`config.mk`:
```
export PLATFORM = sky130hd
export DESIGN_NAME = typographic_punctuation_rewriter_flat
export DESIGN_NICKNAME = d
export VERILOG_FILES = /design/src/rtl/tpr_pkg.sv /design/src/rtl/tpr_text_if.sv /design/src/rtl/tpr_out_if.sv /design/src/rtl/tpr_planner.sv /design/src/rtl/typographic_punctuation_rewriter.sv /design/src/flat_wrapper.sv
export SDC_FILE = /design/constraint.sdc
export NUM_CORES = 1
export LEC_CHECK = 0
export ABC_AREA = 1
export BUFFER_PORTS_ARGS = -buffer_cell sky130_fd_sc_hd__buf_4
export CORE_ASPECT_RATIO = 0.8
export CORE_MARGIN = 8
export CORE_UTILIZATION = 60
export CTS_BUF_LIST = sky130_fd_sc_hd__clkbuf_8
export DETAILED_ROUTE_END_ITERATION = 6
export PLACE_DENSITY = 0.79
export SLEW_MARGIN = 40
export SYNTH_ARGS = -nofsm -noshare
export SYNTH_HDL_FRONTEND = slang
export SYNTH_HIERARCHICAL = 1
export SYNTH_SLANG_ARGS = --single-unit
```
`constraint.sdc`:
```
create_clock -name clk -period 3.7 [get_ports clk]
set_input_delay 0 -clock clk [delete_from_list [all_inputs] [get_ports clk]]
set_output_delay 0 -clock clk [all_outputs]
set_load 0.03 [all_outputs]
```
`src/rtl/tpr_pkg.sv`:
```
// Package for the typographic punctuation rewriter.
// Holds mark and token codes, the plan struct and the token spelling functions.
// No dependencies.
package tpr_pkg;

    typedef logic [2:0] held_t;
    typedef logic [3:0] tok_t;
    typedef logic [1:0] mode_t;

    localparam held_t HELD_NONE = 3'd0;
    localparam held_t HELD_D1   = 3'd1;
    localparam held_t HELD_D2   = 3'd2;
    localparam held_t HELD_B1   = 3'd3;
    localparam held_t HELD_A1   = 3'd4;

    localparam mode_t MODE_ASCII = 2'd0;
    localparam mode_t MODE_UTF8  = 2'd1;
    localparam mode_t MODE_HTML  = 2'd2;
    localparam mode_t MODE_PASS  = 2'd3;

    localparam tok_t TOK_NONE = 4'd0;
    localparam tok_t TOK_EM   = 4'd1;
    localparam tok_t TOK_EN   = 4'd2;
    localparam tok_t TOK_LDQ  = 4'd3;
    localparam tok_t TOK_LSQ  = 4'd4;
    localparam tok_t TOK_RDQ  = 4'd5;
    localparam tok_t TOK_RSQ  = 4'd6;
    localparam tok_t TOK_DASH = 4'd7;  // single '-' in every mode
    localparam tok_t TOK_RAW2 = 4'd8;  // raw "--"
    localparam tok_t TOK_BQ   = 4'd9;  // raw '`'
    localparam tok_t TOK_AP   = 4'd10; // raw apostrophe
    localparam tok_t TOK_LIT  = 4'd11; // the input byte itself

    localparam logic [7:0] CH_DASH = 8'h2D;
    localparam logic [7:0] CH_BQ   = 8'h60;
    localparam logic [7:0] CH_AP   = 8'h27;
    localparam logic [7:0] CH_DQ   = 8'h22;

    typedef struct packed {
        tok_t tok1;
        tok_t tok2;
    } plan_t;

    function automatic logic is_typo(tok_t tok);
        return (tok == TOK_EM) || (tok == TOK_EN) || (tok == TOK_LDQ) ||
               (tok == TOK_LSQ) || (tok == TOK_RDQ) || (tok == TOK_RSQ);
    endfunction

    function automatic logic [2:0] tok_len(tok_t tok, mode_t mode);
        logic [2:0] len;
        len = 3'd1;
        if (tok == TOK_NONE)
            len = 3'd0;
        else if (tok == TOK_RAW2)
            len = 3'd2;
        else if (is_typo(tok))
        begin
            if (mode == MODE_UTF8)
                len = 3'd3;
            else if (mode == MODE_HTML)
                len = 3'd7;
            else if (tok == TOK_EM)
                len = 3'd2;
            else
                len = 3'd1;
        end
        return len;
    endfunction

    function automatic logic [7:0] tok_byte(tok_t tok, mode_t mode, logic [2:0] idx,
                                            logic [7:0] lit);
        logic [55:0] ent;
        logic [55:0] sh;
        logic [7:0]  b;
        ent = "&mdash;";
        case (tok)
            TOK_EN:  ent = "&ndash;";
            TOK_LDQ: ent = "&ldquo;";
            TOK_LSQ: ent = "&lsquo;";
            TOK_RDQ: ent = "&rdquo;";
            TOK_RSQ: ent = "&rsquo;";
            default: ent = "&mdash;";
        endcase
        sh = ent >> (6'd8 * (6'd6 - {3'd0, idx}));
        b  = CH_DASH;
        case (tok)
            TOK_LIT:  b = lit;
            TOK_BQ:   b = CH_BQ;
            TOK_AP:   b = CH_AP;
            TOK_DASH: b = CH_DASH;
            TOK_RAW2: b = CH_DASH;
            default:
            begin
                if (mode == MODE_UTF8)
                begin
                    case (idx)
                        3'd0:    b = 8'hE2;
                        3'd1:    b = 8'h80;
                        default:
                        begin
                            case (tok)
                                TOK_EM:  b = 8'h94;
                                TOK_EN:  b = 8'h93;
                                TOK_LDQ: b = 8'h9C;
                                TOK_LSQ: b = 8'h98;
                                TOK_RDQ: b = 8'h9D;
                                default: b = 8'h99;
                            endcase
                        end
                    endcase
                end
                else if (mode == MODE_HTML)
                    b = sh[7:0];
                else if ((tok == TOK_LDQ) || (tok == TOK_RDQ))
                    b = CH_DQ;
                else if ((tok == TOK_LSQ) || (tok == TOK_RSQ))
                    b = CH_AP;
                else
                    b = CH_DASH;
            end
        endcase
        return b;
    endfunction

endpackage

```
`src/rtl/tpr_text_if.sv`:
```
// Input channel of the rewriter: one text byte and its last flag per transaction.
// No dependencies.
interface tpr_text_if;
    logic       valid;
    logic       ready;
    logic [7:0] text_byte;
    logic       text_last;

    modport source (output valid, output text_byte, output text_last, input ready);
    modport sink (input valid, input text_byte, input text_last, output ready);
endinterface

```
`src/rtl/tpr_out_if.sv`:
```
// Output channel of the rewriter: one rewritten byte and its flags per transaction.
// No dependencies.
interface tpr_out_if;
    logic       valid;
    logic       ready;
    logic [7:0] out_byte;
    logic       run_last;
    logic       text_end;

    modport source (output valid, output out_byte, output run_last, output text_end,
                    input ready);
    modport sink (input valid, input out_byte, input run_last, input text_end,
                  output ready);
endinterface

```
`src/rtl/tpr_planner.sv`:
```
// Resolves one input byte against the held mark into at most two output tokens.
// Depends on tpr_pkg.
module tpr_planner (
    input  tpr_pkg::held_t held,
    input  tpr_pkg::mode_t mode,
    input  logic [7:0]     text_byte,
    input  logic           text_last,
    output tpr_pkg::plan_t plan,
    output tpr_pkg::held_t held_next
);
    import tpr_pkg::*;

    held_t held_eff;
    held_t held_mid;
    logic  fresh;
    tok_t  t1;
    tok_t  t2;

    always_comb
    begin
        held_eff = (held > HELD_A1) ? HELD_NONE : held;
        held_mid = HELD_NONE;
        fresh    = 1'b0;
        t1       = TOK_NONE;
        t2       = TOK_NONE;

        if (mode == MODE_PASS)
        begin
            case (held_eff)
                HELD_D1: t1 = TOK_DASH;
                HELD_D2: t1 = TOK_RAW2;
                HELD_B1: t1 = TOK_BQ;
                HELD_A1: t1 = TOK_AP;
                default: t1 = TOK_NONE;
            endcase
            t2 = TOK_LIT;
        end
        else
        begin
            case (held_eff)
                HELD_D1:
                begin
                    if (text_byte == CH_DASH)
                        held_mid = HELD_D2;
                    else
                    begin
                        t1    = TOK_DASH;
                        fresh = 1'b1;
                    end
                end
                HELD_D2:
                begin
                    t1    = (text_byte == CH_DASH) ? TOK_EM : TOK_EN;
                    fresh = (text_byte != CH_DASH);
                end
                HELD_B1:
                begin
                    t1    = (text_byte == CH_BQ) ? TOK_LDQ : TOK_LSQ;
                    fresh = (text_byte != CH_BQ);
                end
                HELD_A1:
                begin
                    t1    = (text_byte == CH_AP) ? TOK_RDQ : TOK_RSQ;
                    fresh = (text_byte != CH_AP);
                end
                default: fresh = 1'b1;
            endcase
            if (fresh)
            begin
                case (text_byte)
                    CH_DASH: held_mid = HELD_D1;
                    CH_BQ:   held_mid = HELD_B1;
                    CH_AP:   held_mid = HELD_A1;
                    default: t2 = TOK_LIT;
                endcase
            end
        end

        // end of text: whatever is still held is flushed into the free second slot
        held_next = held_mid;
        if (text_last)
        begin
            held_next = HELD_NONE;
            case (held_mid)
                HELD_D1: t2 = TOK_DASH;
                HELD_D2: t2 = TOK_EN;
                HELD_B1: t2 = TOK_LSQ;
                HELD_A1: t2 = TOK_RSQ;
                default: ;
            endcase
        end

        plan.tok1 = t1;
        plan.tok2 = t2;
    end

endmodule

```
`src/rtl/typographic_punctuation_rewriter.sv`:
```
// Typographic punctuation rewriter: dash and quote runs to typographic forms.
// The first output byte is registered, valid in the cycle after the input transaction; a held mark emits later.
// Throughput: one input per cycle for plain text while the output is ready; an item causing more than
// one output byte holds the input until the byte emitter has sent its last byte (up to 14 bytes).
// Reset: asynchronous, active low; clears the held mark and emitter, mode returns to UTF-8.
module typographic_punctuation_rewriter (
    input  logic           clk,
    input  logic           rst_n,
    tpr_text_if.sink       text_in,
    tpr_out_if.source      text_out,
    input  logic           cfg_we,
    input  tpr_pkg::mode_t cfg_data
);
    import tpr_pkg::*;

    mode_t      mode_reg;
    held_t      held_reg;
    held_t      held_next;
    plan_t      plan;

    logic       busy_reg;
    tok_t       cur_reg;
    tok_t       nxt_reg;
    logic [2:0] idx_reg;
    logic [7:0] lit_reg;
    mode_t      emode_reg;
    logic       last_reg;

    logic [2:0] cur_len;
    logic       tok_done;
    logic       run_done;
    logic       in_take;
    logic       out_take;
    logic       load;

    tpr_planner u_planner (
        .held      (held_reg),
        .mode      (mode_reg),
        .text_byte (text_in.text_byte),
        .text_last (text_in.text_last),
        .plan      (plan),
        .held_next (held_next)
    );

    assign cur_len  = tok_len(cur_reg, emode_reg);
    assign tok_done = (idx_reg == cur_len - 3'd1);
    assign run_done = tok_done && (nxt_reg == TOK_NONE);

    assign text_in.ready   = !busy_reg || (text_out.ready && run_done);
    assign in_take         = text_in.valid && text_in.ready;
    assign out_take        = text_out.valid && text_out.ready;
    assign load            = in_take && ((plan.tok1 != TOK_NONE) || (plan.tok2 != TOK_NONE));

    assign text_out.valid    = busy_reg;
    assign text_out.out_byte = tok_byte(cur_reg, emode_reg, idx_reg, lit_reg);
    assign text_out.run_last = run_done;
    assign text_out.text_end = run_done && last_reg;

    always_ff @(posedge clk or negedge rst_n)
    begin
        if (!rst_n)
        begin
            mode_reg <= MODE_UTF8;
            held_reg <= HELD_NONE;
            busy_reg <= 1'b0;
            cur_reg  <= TOK_NONE;
            nxt_reg  <= TOK_NONE;
            idx_reg  <= 3'd0;
        end
        else
        begin
            if (cfg_we)
                mode_reg <= cfg_data;
            if (in_take)
                held_reg <= held_next;

            if (load)
            begin
                busy_reg <= 1'b1;
                idx_reg  <= 3'd0;
                // an empty first slot lets the second token move up
                if (plan.tok1 != TOK_NONE)
                begin
                    cur_reg <= plan.tok1;
                    nxt_reg <= plan.tok2;
                end
                else
                begin
                    cur_reg <= plan.tok2;
                    nxt_reg <= TOK_NONE;
                end
            end
            else if (out_take)
            begin
                if (!tok_done)
                    idx_reg <= idx_reg + 3'd1;
                else if (nxt_reg != TOK_NONE)
                begin
                    cur_reg <= nxt_reg;
                    nxt_reg <= TOK_NONE;
                    idx_reg <= 3'd0;
                end
                else
                    busy_reg <= 1'b0;
            end
        end
    end

    // payload of the emitter, no reset needed
    always_ff @(posedge clk)
    begin
        if (load)
        begin
            lit_reg   <= text_in.text_byte;
            emode_reg <= mode_reg;
            last_reg  <= text_in.text_last;
        end
    end

`ifndef SYNTH
    a_end_on_run_last: assert property (@(posedge clk) disable iff (!rst_n)
        text_out.valid && text_out.text_end |-> text_out.run_last)
        else $error("text_end without run_last");

    a_ready_when_empty: assert property (@(posedge clk) disable iff (!rst_n)
        !text_out.valid |-> text_in.ready)
        else $error("input stalled with empty emitter");

    a_drain_after_run: assert property (@(posedge clk) disable iff (!rst_n)
        text_out.valid && text_out.ready && text_out.run_last &&
        !(text_in.valid && text_in.ready) |=> !text_out.valid)
        else $error("output still valid after final byte of run");

    a_idx_in_token: assert property (@(posedge clk) disable iff (!rst_n)
        text_out.valid |-> (idx_reg < cur_len))
        else $error("byte index beyond token length");
`endif

endmodule

```
`src/flat_wrapper.sv`:
```
// flat-port wrapper written by rule: the top's interface ports become plain ports
module typographic_punctuation_rewriter_flat import tpr_pkg::*;
  (clk, rst_n, cfg_we, cfg_data, text_in_valid, text_in_text_byte, text_in_text_last, text_in_ready, text_out_valid, text_out_out_byte, text_out_run_last, text_out_text_end, text_out_ready);
  tpr_text_if text_in_i ();
  tpr_out_if text_out_i ();
  input  logic clk;
  input  logic rst_n;
  input  logic cfg_we;
  input  tpr_pkg::mode_t cfg_data;
  input wire logic [$bits(text_in_i.valid)-1:0] text_in_valid;
  input wire logic [$bits(text_in_i.text_byte)-1:0] text_in_text_byte;
  input wire logic [$bits(text_in_i.text_last)-1:0] text_in_text_last;
  output wire logic [$bits(text_in_i.ready)-1:0] text_in_ready;
  output wire logic [$bits(text_out_i.valid)-1:0] text_out_valid;
  output wire logic [$bits(text_out_i.out_byte)-1:0] text_out_out_byte;
  output wire logic [$bits(text_out_i.run_last)-1:0] text_out_run_last;
  output wire logic [$bits(text_out_i.text_end)-1:0] text_out_text_end;
  input wire logic [$bits(text_out_i.ready)-1:0] text_out_ready;
  assign text_in_i.valid = text_in_valid;
  assign text_in_i.text_byte = text_in_text_byte;
  assign text_in_i.text_last = text_in_text_last;
  assign text_in_ready = text_in_i.ready;
  assign text_out_valid = text_out_i.valid;
  assign text_out_out_byte = text_out_i.out_byte;
  assign text_out_run_last = text_out_i.run_last;
  assign text_out_text_end = text_out_i.text_end;
  assign text_out_i.ready = text_out_ready;
  typographic_punctuation_rewriter u_core (.clk(clk), .rst_n(rst_n), .text_in(text_in_i), .text_out(text_out_i), .cfg_we(cfg_we), .cfg_data(cfg_data));
endmodule
```
* Word level (Yosys, flattened, before mapping)
Cells that the tools add are included.
** Word-level totals
- Register bits :: 28
- Input bits :: 16
- Output and inout bits :: 12
** Cells by class
- Add/subtract/negate cells :: 3
- Magnitude comparators :: 1
- Equality and inequality tests :: 32
- Shifts and indexed selects :: 1
- Mux-type cells :: 54
- Reduce and logical (&&, ||, !) cells :: 30
** Operators with widths (count)
- one-hot mux 45 bit (5 select lines) :: 1
- 2-to-1 mux 4 bit :: 16
- right shift 54 x 6 -> 8 bit :: 1
- 2-to-1 mux 3 bit :: 15
- one-hot mux 4 bit (4 select lines) :: 2
- one-hot mux 8 bit (4 select lines) :: 1
- 2-to-1 mux 8 bit :: 3
- one-hot mux 4 bit (5 select lines) :: 1
- equality test 4 x 3 -> 1 bit (second input constant) :: 4
- equality test 4 bit (second input constant) :: 4
- equality test 8 x 6 -> 1 bit (second input constant) :: 2
- inequality test 8 x 6 -> 1 bit (second input constant) :: 2
- one-hot mux 8 bit (2 select lines) :: 1
- equality test 3 x 2 -> 1 bit (second input constant) :: 4
- one-hot mux 3 bit (4 select lines) :: 1
- nonzero test 4 bit :: 3
- 2-to-1 mux 2 bit :: 5
- equality test 3 x 1 -> 1 bit (second input constant) :: 3
- logical OR 1 bit :: 9
- one-hot mux 3 bit (3 select lines) :: 1
- equality test 4 x 2 -> 1 bit (second input constant) :: 2
- equality test 8 x 7 -> 1 bit (second input constant) :: 1
- zero test 4 bit :: 2
- inequality test 8 x 7 -> 1 bit (second input constant) :: 1
- 21 further kinds :: 36

* Longest topological paths before layout
Gate-level depths: netlist of the first run.
- Word-level depth :: 18
- Depth in mapped cells :: 21
- Gate-level depth less buffers :: 21

* Cells and area by module
Netlist of the first run, hierarchy kept.
** By module, submodules not included
- typographic_punctuation_rewriter :: instances 1, cells an instance 259, area each 1889.3 µm²
- tpr_planner :: instances 1, cells an instance 95, area each 456.7 µm²

* Least setup slack after synthesis of the first run
Ideal clock, no wire load.
- Path type :: register to register
- Start :: register u_core.held_reg[1]
- End :: register u_core.emode_reg[0], enable pin
- Setup time :: 0.288 ns
- Arrival time :: 2.247 ns
- Data required time :: 3.412 ns
- Setup slack :: 1.164 ns
- Stages on the path, launching flop included :: 20
- Buffers on the path :: 1
- Cell sequence :: dfrtp_1 > nor2_1 > nand2_2 > nand2_1 > nand2_1 > nand2_1 > nor2_2 > nand2_2 > nand2_2 > nand2_4 > nand3_2 > inv_2 > nand2_1 > nand3_1 > nand3_1 > nor4_1 > nand2_1 > nand3_4 > buf_6 > inv_1
** RTL lines
- start: declaration :: line typographic_punctuation_rewriter.sv:17 : held_t held_reg;
- start signal: assignment :: line typographic_punctuation_rewriter.sv:75 : held_reg <= held_next;
- end signal: assignment :: line typographic_punctuation_rewriter.sv:115 : emode_reg <= mode_reg;
- end: declaration :: line typographic_punctuation_rewriter.sv:26 : mode_t emode_reg;

==> impl_metrics.tcl, run 1 <==
set metrics [dict create \
    clk_latency_ns 0.27 \
    critPathMaxFanout 17 \
    grt_max_degree 18 \
    antennaDiodeCount 0 \
    ir_drop_uv 418 \
    setup_tns_ns 0 \
    path_class "primary input to flop" \
    start_util_pct 62.1 \
    ys_ff_latch 28 \
    hold_viol 0 \
    holdCritPathClass "primary input to flop" \
    crit_path_end_kind "flop" \
    drive_gt1_share_pct 16.2 \
    dr.pass1.iters 5 \
    synth_nets 375 \
    yosys.area.top_type "dfrtp_1" \
    post-route-min-period_ns 2.94 \
    hold_slack_ns 0.0623 \
    grt_use_total_pct 18.7 \
    dpl.hpwl_um 4330 \
    finalCritPeriodShare_pct 79.4 \
    worstMarginPinSlew_ns 0.612 \
    power_density_nw_per_um2 763 \
    synth_seq_area_share_pct 32.3 \
    vias_per_cell 5.33 \
    port_buffers 27 \
    die_area_um2 6180 \
    arrival_ns 2.92 \
    ant_nets 0 \
    p_leak_uw 0.00143 \
    core_area_um2 3780 \
    drcViolationCount 0 \
    cts_root_buf "clkbuf_8" \
    cts_buffers 3 \
    timing.fmax_ghz 0.340 \
    die_w_um 85.9 \
    wl_um 5730 \
    skew_ns 0.00245 \
    syn_to_final_growth_pct 18.5 \
    cap_violations 0 \
    start_kind "primary input" \
    grt_pass1_wl_um 9600 \
    cts.htree.levels 1 \
    synth_top_cell_area_share_pct 17.1 \
    synth_warnings 6 \
    cts_sinks 28 \
    placed_area_um2 2590 \
    grt_overflow_total 0 \
    setup_viol 0 \
    cts_tree "yes" \
    die_h_um 71.9 \
    ctsResizeCount 0 \
    drt-initial-drc-count 199 \
    syn_area_um2 2350 \
    antenna_found_initial 0 \
    crit_required_ns 3.68 \
    largest_register_ffs 8 \
    final_area_um2 2780 \
    status "completed" \
    dr_total_vias 2404 \
    ys_types 37 \
    num_io_pins 28 \
    grt_pass1_vias 2153 \
    rsz0062_at_grt "false" \
    wl_per_cell_um 12.7 \
    clkSlewWorstSetupHoldPaths_ns 0.09 \
    relSlewSlack_pct 58.8 \
    slew_viol_final 0 \
    synthCells 354 \
    synth.avg_cell_area_um2 6.63 \
    fin_nets 418 \
    cts_buffer_depth 2 \
    synth_area_leaders "dfrtp_1 (17%), nand2_1 (16%), edfxtp_1 (14%)" \
    rows 20 \
    globalplace.congestion 0.926 \
]
-- final timing paths --
kind                                                  end  slack [ns]  cells after the start                      startpoint
setup / recovery              u_core/lit_reg[2]$_DFFE_PP_        0.76                     15            text_in_text_byte[4]
hold / removal             u_core/held_reg[2]$_DFFE_PN0P_        0.06                      3                   text_in_valid
setup reg to reg              u_core/lit_reg[2]$_DFFE_PP_        0.81                     16  u_core/held_reg[2]$_DFFE_PN0P_
hold reg to reg             u_core/emode_reg[1]$_DFFE_PP_        0.48                      0  u_core/mode_reg[1]$_DFFE_PN0P_
max in group asynchronous  u_core/mode_reg[0]$_DFFE_PN1P_        3.33                      2                           rst_n
min in group asynchronous   u_core/idx_reg[1]$_DFFE_PN0P_        0.12                      2                           rst_n
-- cell type report --
type | count | area (µm²)
well taps | 55 | 68.8
repair buffers | 41 | 343
inverters | 52 | 195
flip-flops and latches | 28 | 757
multi-input cells | 271 | 1370
clock buffers | 3 | 41.3
fillers | 308 | 998
clock inverters | 1 | 3.75
-- layout by cell type, fill, tap and decap left out, types with 3 or more instances in the layout --
cell type | netlist | routed
nand2_1 | 100 | 100
inv_2 | 5 | 5
buf_4 | 1 | 27
nor2_2 | 5 | 5
nor3_1 | 7 | 7
dlygate4sd3_1 | 0 | 14
nand3_1 | 30 | 30
dfrtp_1 | 16 | 16
nand4_1 | 13 | 13
o21ai_0 | 21 | 21
inv_1 | 46 | 46
edfxtp_1 | 11 | 11
clkbuf_8 | 0 | 3
nor2_1 | 34 | 34
ha_1 | 5 | 5
a21oi_1 | 17 | 17
nand3_2 | 4 | 4
nand2_2 | 10 | 10
-- metal layers --
metal  GRT usage (%)  share of wire, %  vias up
met2            29.9                45       73
met5               0                 0        -
li1                -                 -     1248
met1            25.2                49     1069
met3            2.82               4.3       14
met4            5.62               2.0        0
-- synthesized netlist by cell type (all sizes together) --
cell type	count
nor2	40
a21oi	18
mux2	2
dfrtp	16
xor2	2
ha	5
inv	51
o211ai	1
clkinv	1
nand2	112
clkbuf	1
a211oi	1
edfxtp	11
o22ai	2
nor4	2
dfstp	1
xnor2	2
o21ai	24
nand3	35
o31ai	1
nand4	14
and2	2
nor3	7
a31oi	1
buf	2
-- metrics by stage --
step / util [%] / setup slack, ns / cells / power (µW)
after global placement: 68.7 / 0.877 / 433 / 1940
after CTS: 73.6 / 0.820 / 451 / 2120
after global routing: 73.6 / 0.507 / 451 / 2300
final: 73.6 / 0.761 / 451 / 2120
after floorplan: - / 1.16 / 354 / 1560
after detailed placement: 68.7 / 0.849 / 433 / 1940
-- cell families after synthesis --
kind of cell    after synthesis  synth area share, %
compound gates               48                 11.0
xor+xnor                      4                 1.49
fa+ha+maj                     5                 2.67
mux                           2                0.960
buf+inv                      55                 9.28
simple gates                212                 42.3
flops                        28                 32.3
-- critical path: stages --
cell,delay [ns]
dlygate4sd3_1,0.54
buf_4,0.14
inv_1,0.04
nand2_1,0.08
nor3_1,0.26
and2_1,0.27
inv_1,0.11
a211oi_1,0.26
o21ai_0,0.11
inv_1,0.08
nand4_1,0.21
inv_1,0.18
nand2_1,0.16
nand3_4,0.23
inv_1,0.23
-- timing repair --
action	4_1_cts	5_1_grt
endpoints found under the hold margin	28	0
buffers inserted	0	0
hold buffers	14	0
-- power by group --
part	switching, µW	leakage (µW)	internal [µW]
registers	93.3	0.000318	422
logic	964	0.00109	481
clock network	87.7	0.0000231	74.4
total	1150	0.00143	977
(Power assumes the default switching activity.)
==> run 2: changes to the inputs <==
Clock period 3.7 ns to 2.97 ns, I/O delays scaled along.
==> impl_metrics.tcl, run 2 (synthesis gave the netlist of run 1 again) <==
set metrics [dict create \
    start_kind "flop" \
    cts_buffer_depth 2 \
    crit_required_ns 2.97 \
    p_leak_uw 0.00146 \
    hold_depth 3 \
    cp.buffers_inverters 2 \
    ant_nets 0 \
    drcViolationCount 0 \
    grt_overflow_total 0 \
    grt_pass1_wl_um 9910 \
    skew_ns 0.00706 \
    slew_viol_final 0 \
    wl_per_cell_um 13.1 \
    finalCritPeriodShare_pct 93.3 \
    status "completed" \
    crit_path_frequent_cell "nand2_1" \
    wl_um 6020 \
    min_to "u_core/held_reg[2]$_DFFE_PN0P_" \
    largest_register_ffs 8 \
    crit_path_end_kind "flop" \
    antenna_found_initial 0 \
    holdCritPathClass "primary input to flop" \
    clk_latency_ns 0.27 \
    worstMarginPinSlew_ns 0.559 \
    power_density_nw_per_um2 963 \
    start_util_pct 62.1 \
    ir_drop_uv 610 \
    grt_pass1_vias 2202 \
    cts_sinks 28 \
    path_class "flop to flop" \
    port_buffers 27 \
    cap_violations 0 \
    reg2reg_slack_ns 0.20 \
    critPathTopFamily "simple AND/OR/NAND/NOR gates" \
    fillers 313 \
    antennaDiodeCount 0 \
    grt_max_degree 18 \
    core_area_um2 3780 \
    vias_per_cell 5.43 \
    die_h_um 71.9 \
    syn_to_final_growth_pct 21.9 \
    rows 20 \
    cts_tree "yes" \
    dr.pass1.iters 5 \
    r2r_end "u_core/emode_reg[0]$_DFFE_PP_" \
    slowest_stage "dfrtp_1" \
    register_area_um2 758 \
    worstHoldStart "text_in_valid" \
    r2r-start "u_core/held_reg[0]$_DFFE_PN0P_" \
    setup_viol 0 \
    total_power_uw 2750 \
    critPathMaxFanout 7 \
    multi_input_area_um2 1390 \
    cts.htree.levels 1 \
    slowest_delay_ns 0.44 \
    cts_buffers 3 \
    final_common_cell "nand2_1" \
    drive_gt1_share_pct 19.1 \
    dpl.hpwl_um 4520 \
    clkSlewWorstSetupHoldPaths_ns 0.09 \
    fin_nets 426 \
    arrival_ns 2.77 \
    timing.fmax_ghz 0.361 \
    globalplace.congestion 0.942 \
    dr_total_vias 2491 \
    drt-initial-drc-count 266 \
    hold_slack_ns 0.0600 \
    hold_viol 0 \
    final_cell_mix "nand2_1 (99), inv_1 (46), buf_4 (34), nor2_1 (34), nand3_1 (30)" \
    grt_use_total_pct 19.3 \
    post-route-min-period_ns 2.77 \
    cts_root_buf "clkbuf_8" \
    relSlewSlack_pct 62.3 \
    reg2reg_depth 18 \
    die_w_um 85.9 \
    worstPathCellList "nor2_1, nand2_2, nand2_1, o21ai_1, nor2_1, nand2_2, nand2_2, nand2_4, nand3_2, inv_2, nand2_1, nand2_1, nand2_1, nand2_1, nor4_2, nand2_2, nand3_4, clkinvlp_4" \
    setup_tns_ns 0 \
    die_area_um2 6180 \
    num_io_pins 28 \
]
[run 2: worst max-delay path by stage]
stage | from | to | slack, ns | cells after the start
6_report | u_core/held_reg[0]$_DFFE_PN0P_ | u_core/emode_reg[0]$_DFFE_PP_ | 0.20 | 18
5_1_grt | u_core/held_reg[1]$_DFFE_PN0P_ | u_core/cur_reg[2]$_DFFE_PN0P_ | -0.04 | 19
4_1_cts | u_core/held_reg[1]$_DFFE_PN0P_ | u_core/lit_reg[7]$_DFFE_PP_ | 0.04 | 18
3_5_place_dp | u_core/held_reg[1]$_DFFE_PN0P_ | u_core/lit_reg[7]$_DFFE_PP_ | 0.06 | 18
3_3_place_gp | u_core/held_reg[2]$_DFFE_PN0P_ | u_core/lit_reg[4]$_DFFE_PP_ | 0.21 | 11
2_1_floorplan | u_core/held_reg[1]$_DFFE_PN0P_ | u_core/emode_reg[0]$_DFFE_PP_ | 0.43 | 19
[run 2: layer usage]
layer  share of wire [%]  vias to the layer above  GRT usage, %
met5                   0                        -             0
met4                 1.3                        0          4.65
met3                 5.6                       10          3.05
met2                  45                      101          29.8
met1                  48                     1118          27.4
li1                    -                     1262             -
[run 2: area by class of cell]
class	instances	area share [%]
clock buffers	3	1.44
clock inverters	1	0.131
inverters	52	6.96
multi-input cells	271	48.4
flip-flops and latches	28	26.5
well taps	55	2.41
repair buffers	48	13.8
repair inverters	1	0.263
[run 2: timing repair]
action / in CTS / in global routing
resized for setup: 0 / 6
setup buffers: 0 / 6
hold endpoints to repair: 28 / 0
hold buffers: 14 / 0
setup endpoints to repair: 0 / 15
[run 2: power by group]
| part | internal [µW] | leakage [µW] | switching [µW] |
|---|---|---|---|
| combinational | 662 | 0.00111 | 1240 |
| clock | 92.7 | 0.0000269 | 113 |
| sequential | 525 | 0.000317 | 119 |
[run 2: tightest hold or removal path, cell delays in order]
cell,delay [ns]
buf_4,0.16
nand3_1,0.09
nand2_1,0.05
[run 2: metrics by stage]
stage                     instance area [µm²]  utilization [%]  setup slack [ns]  std cells
final                                    2860             75.7             0.200        459
after global routing                     2860             75.7           -0.0400        459
after CTS                                2790             73.8            0.0420        452
after detailed placement                 2600             68.9            0.0636        434
after global placement                   2600             68.9             0.211        434
after floorplan                          2350                -             0.434        354
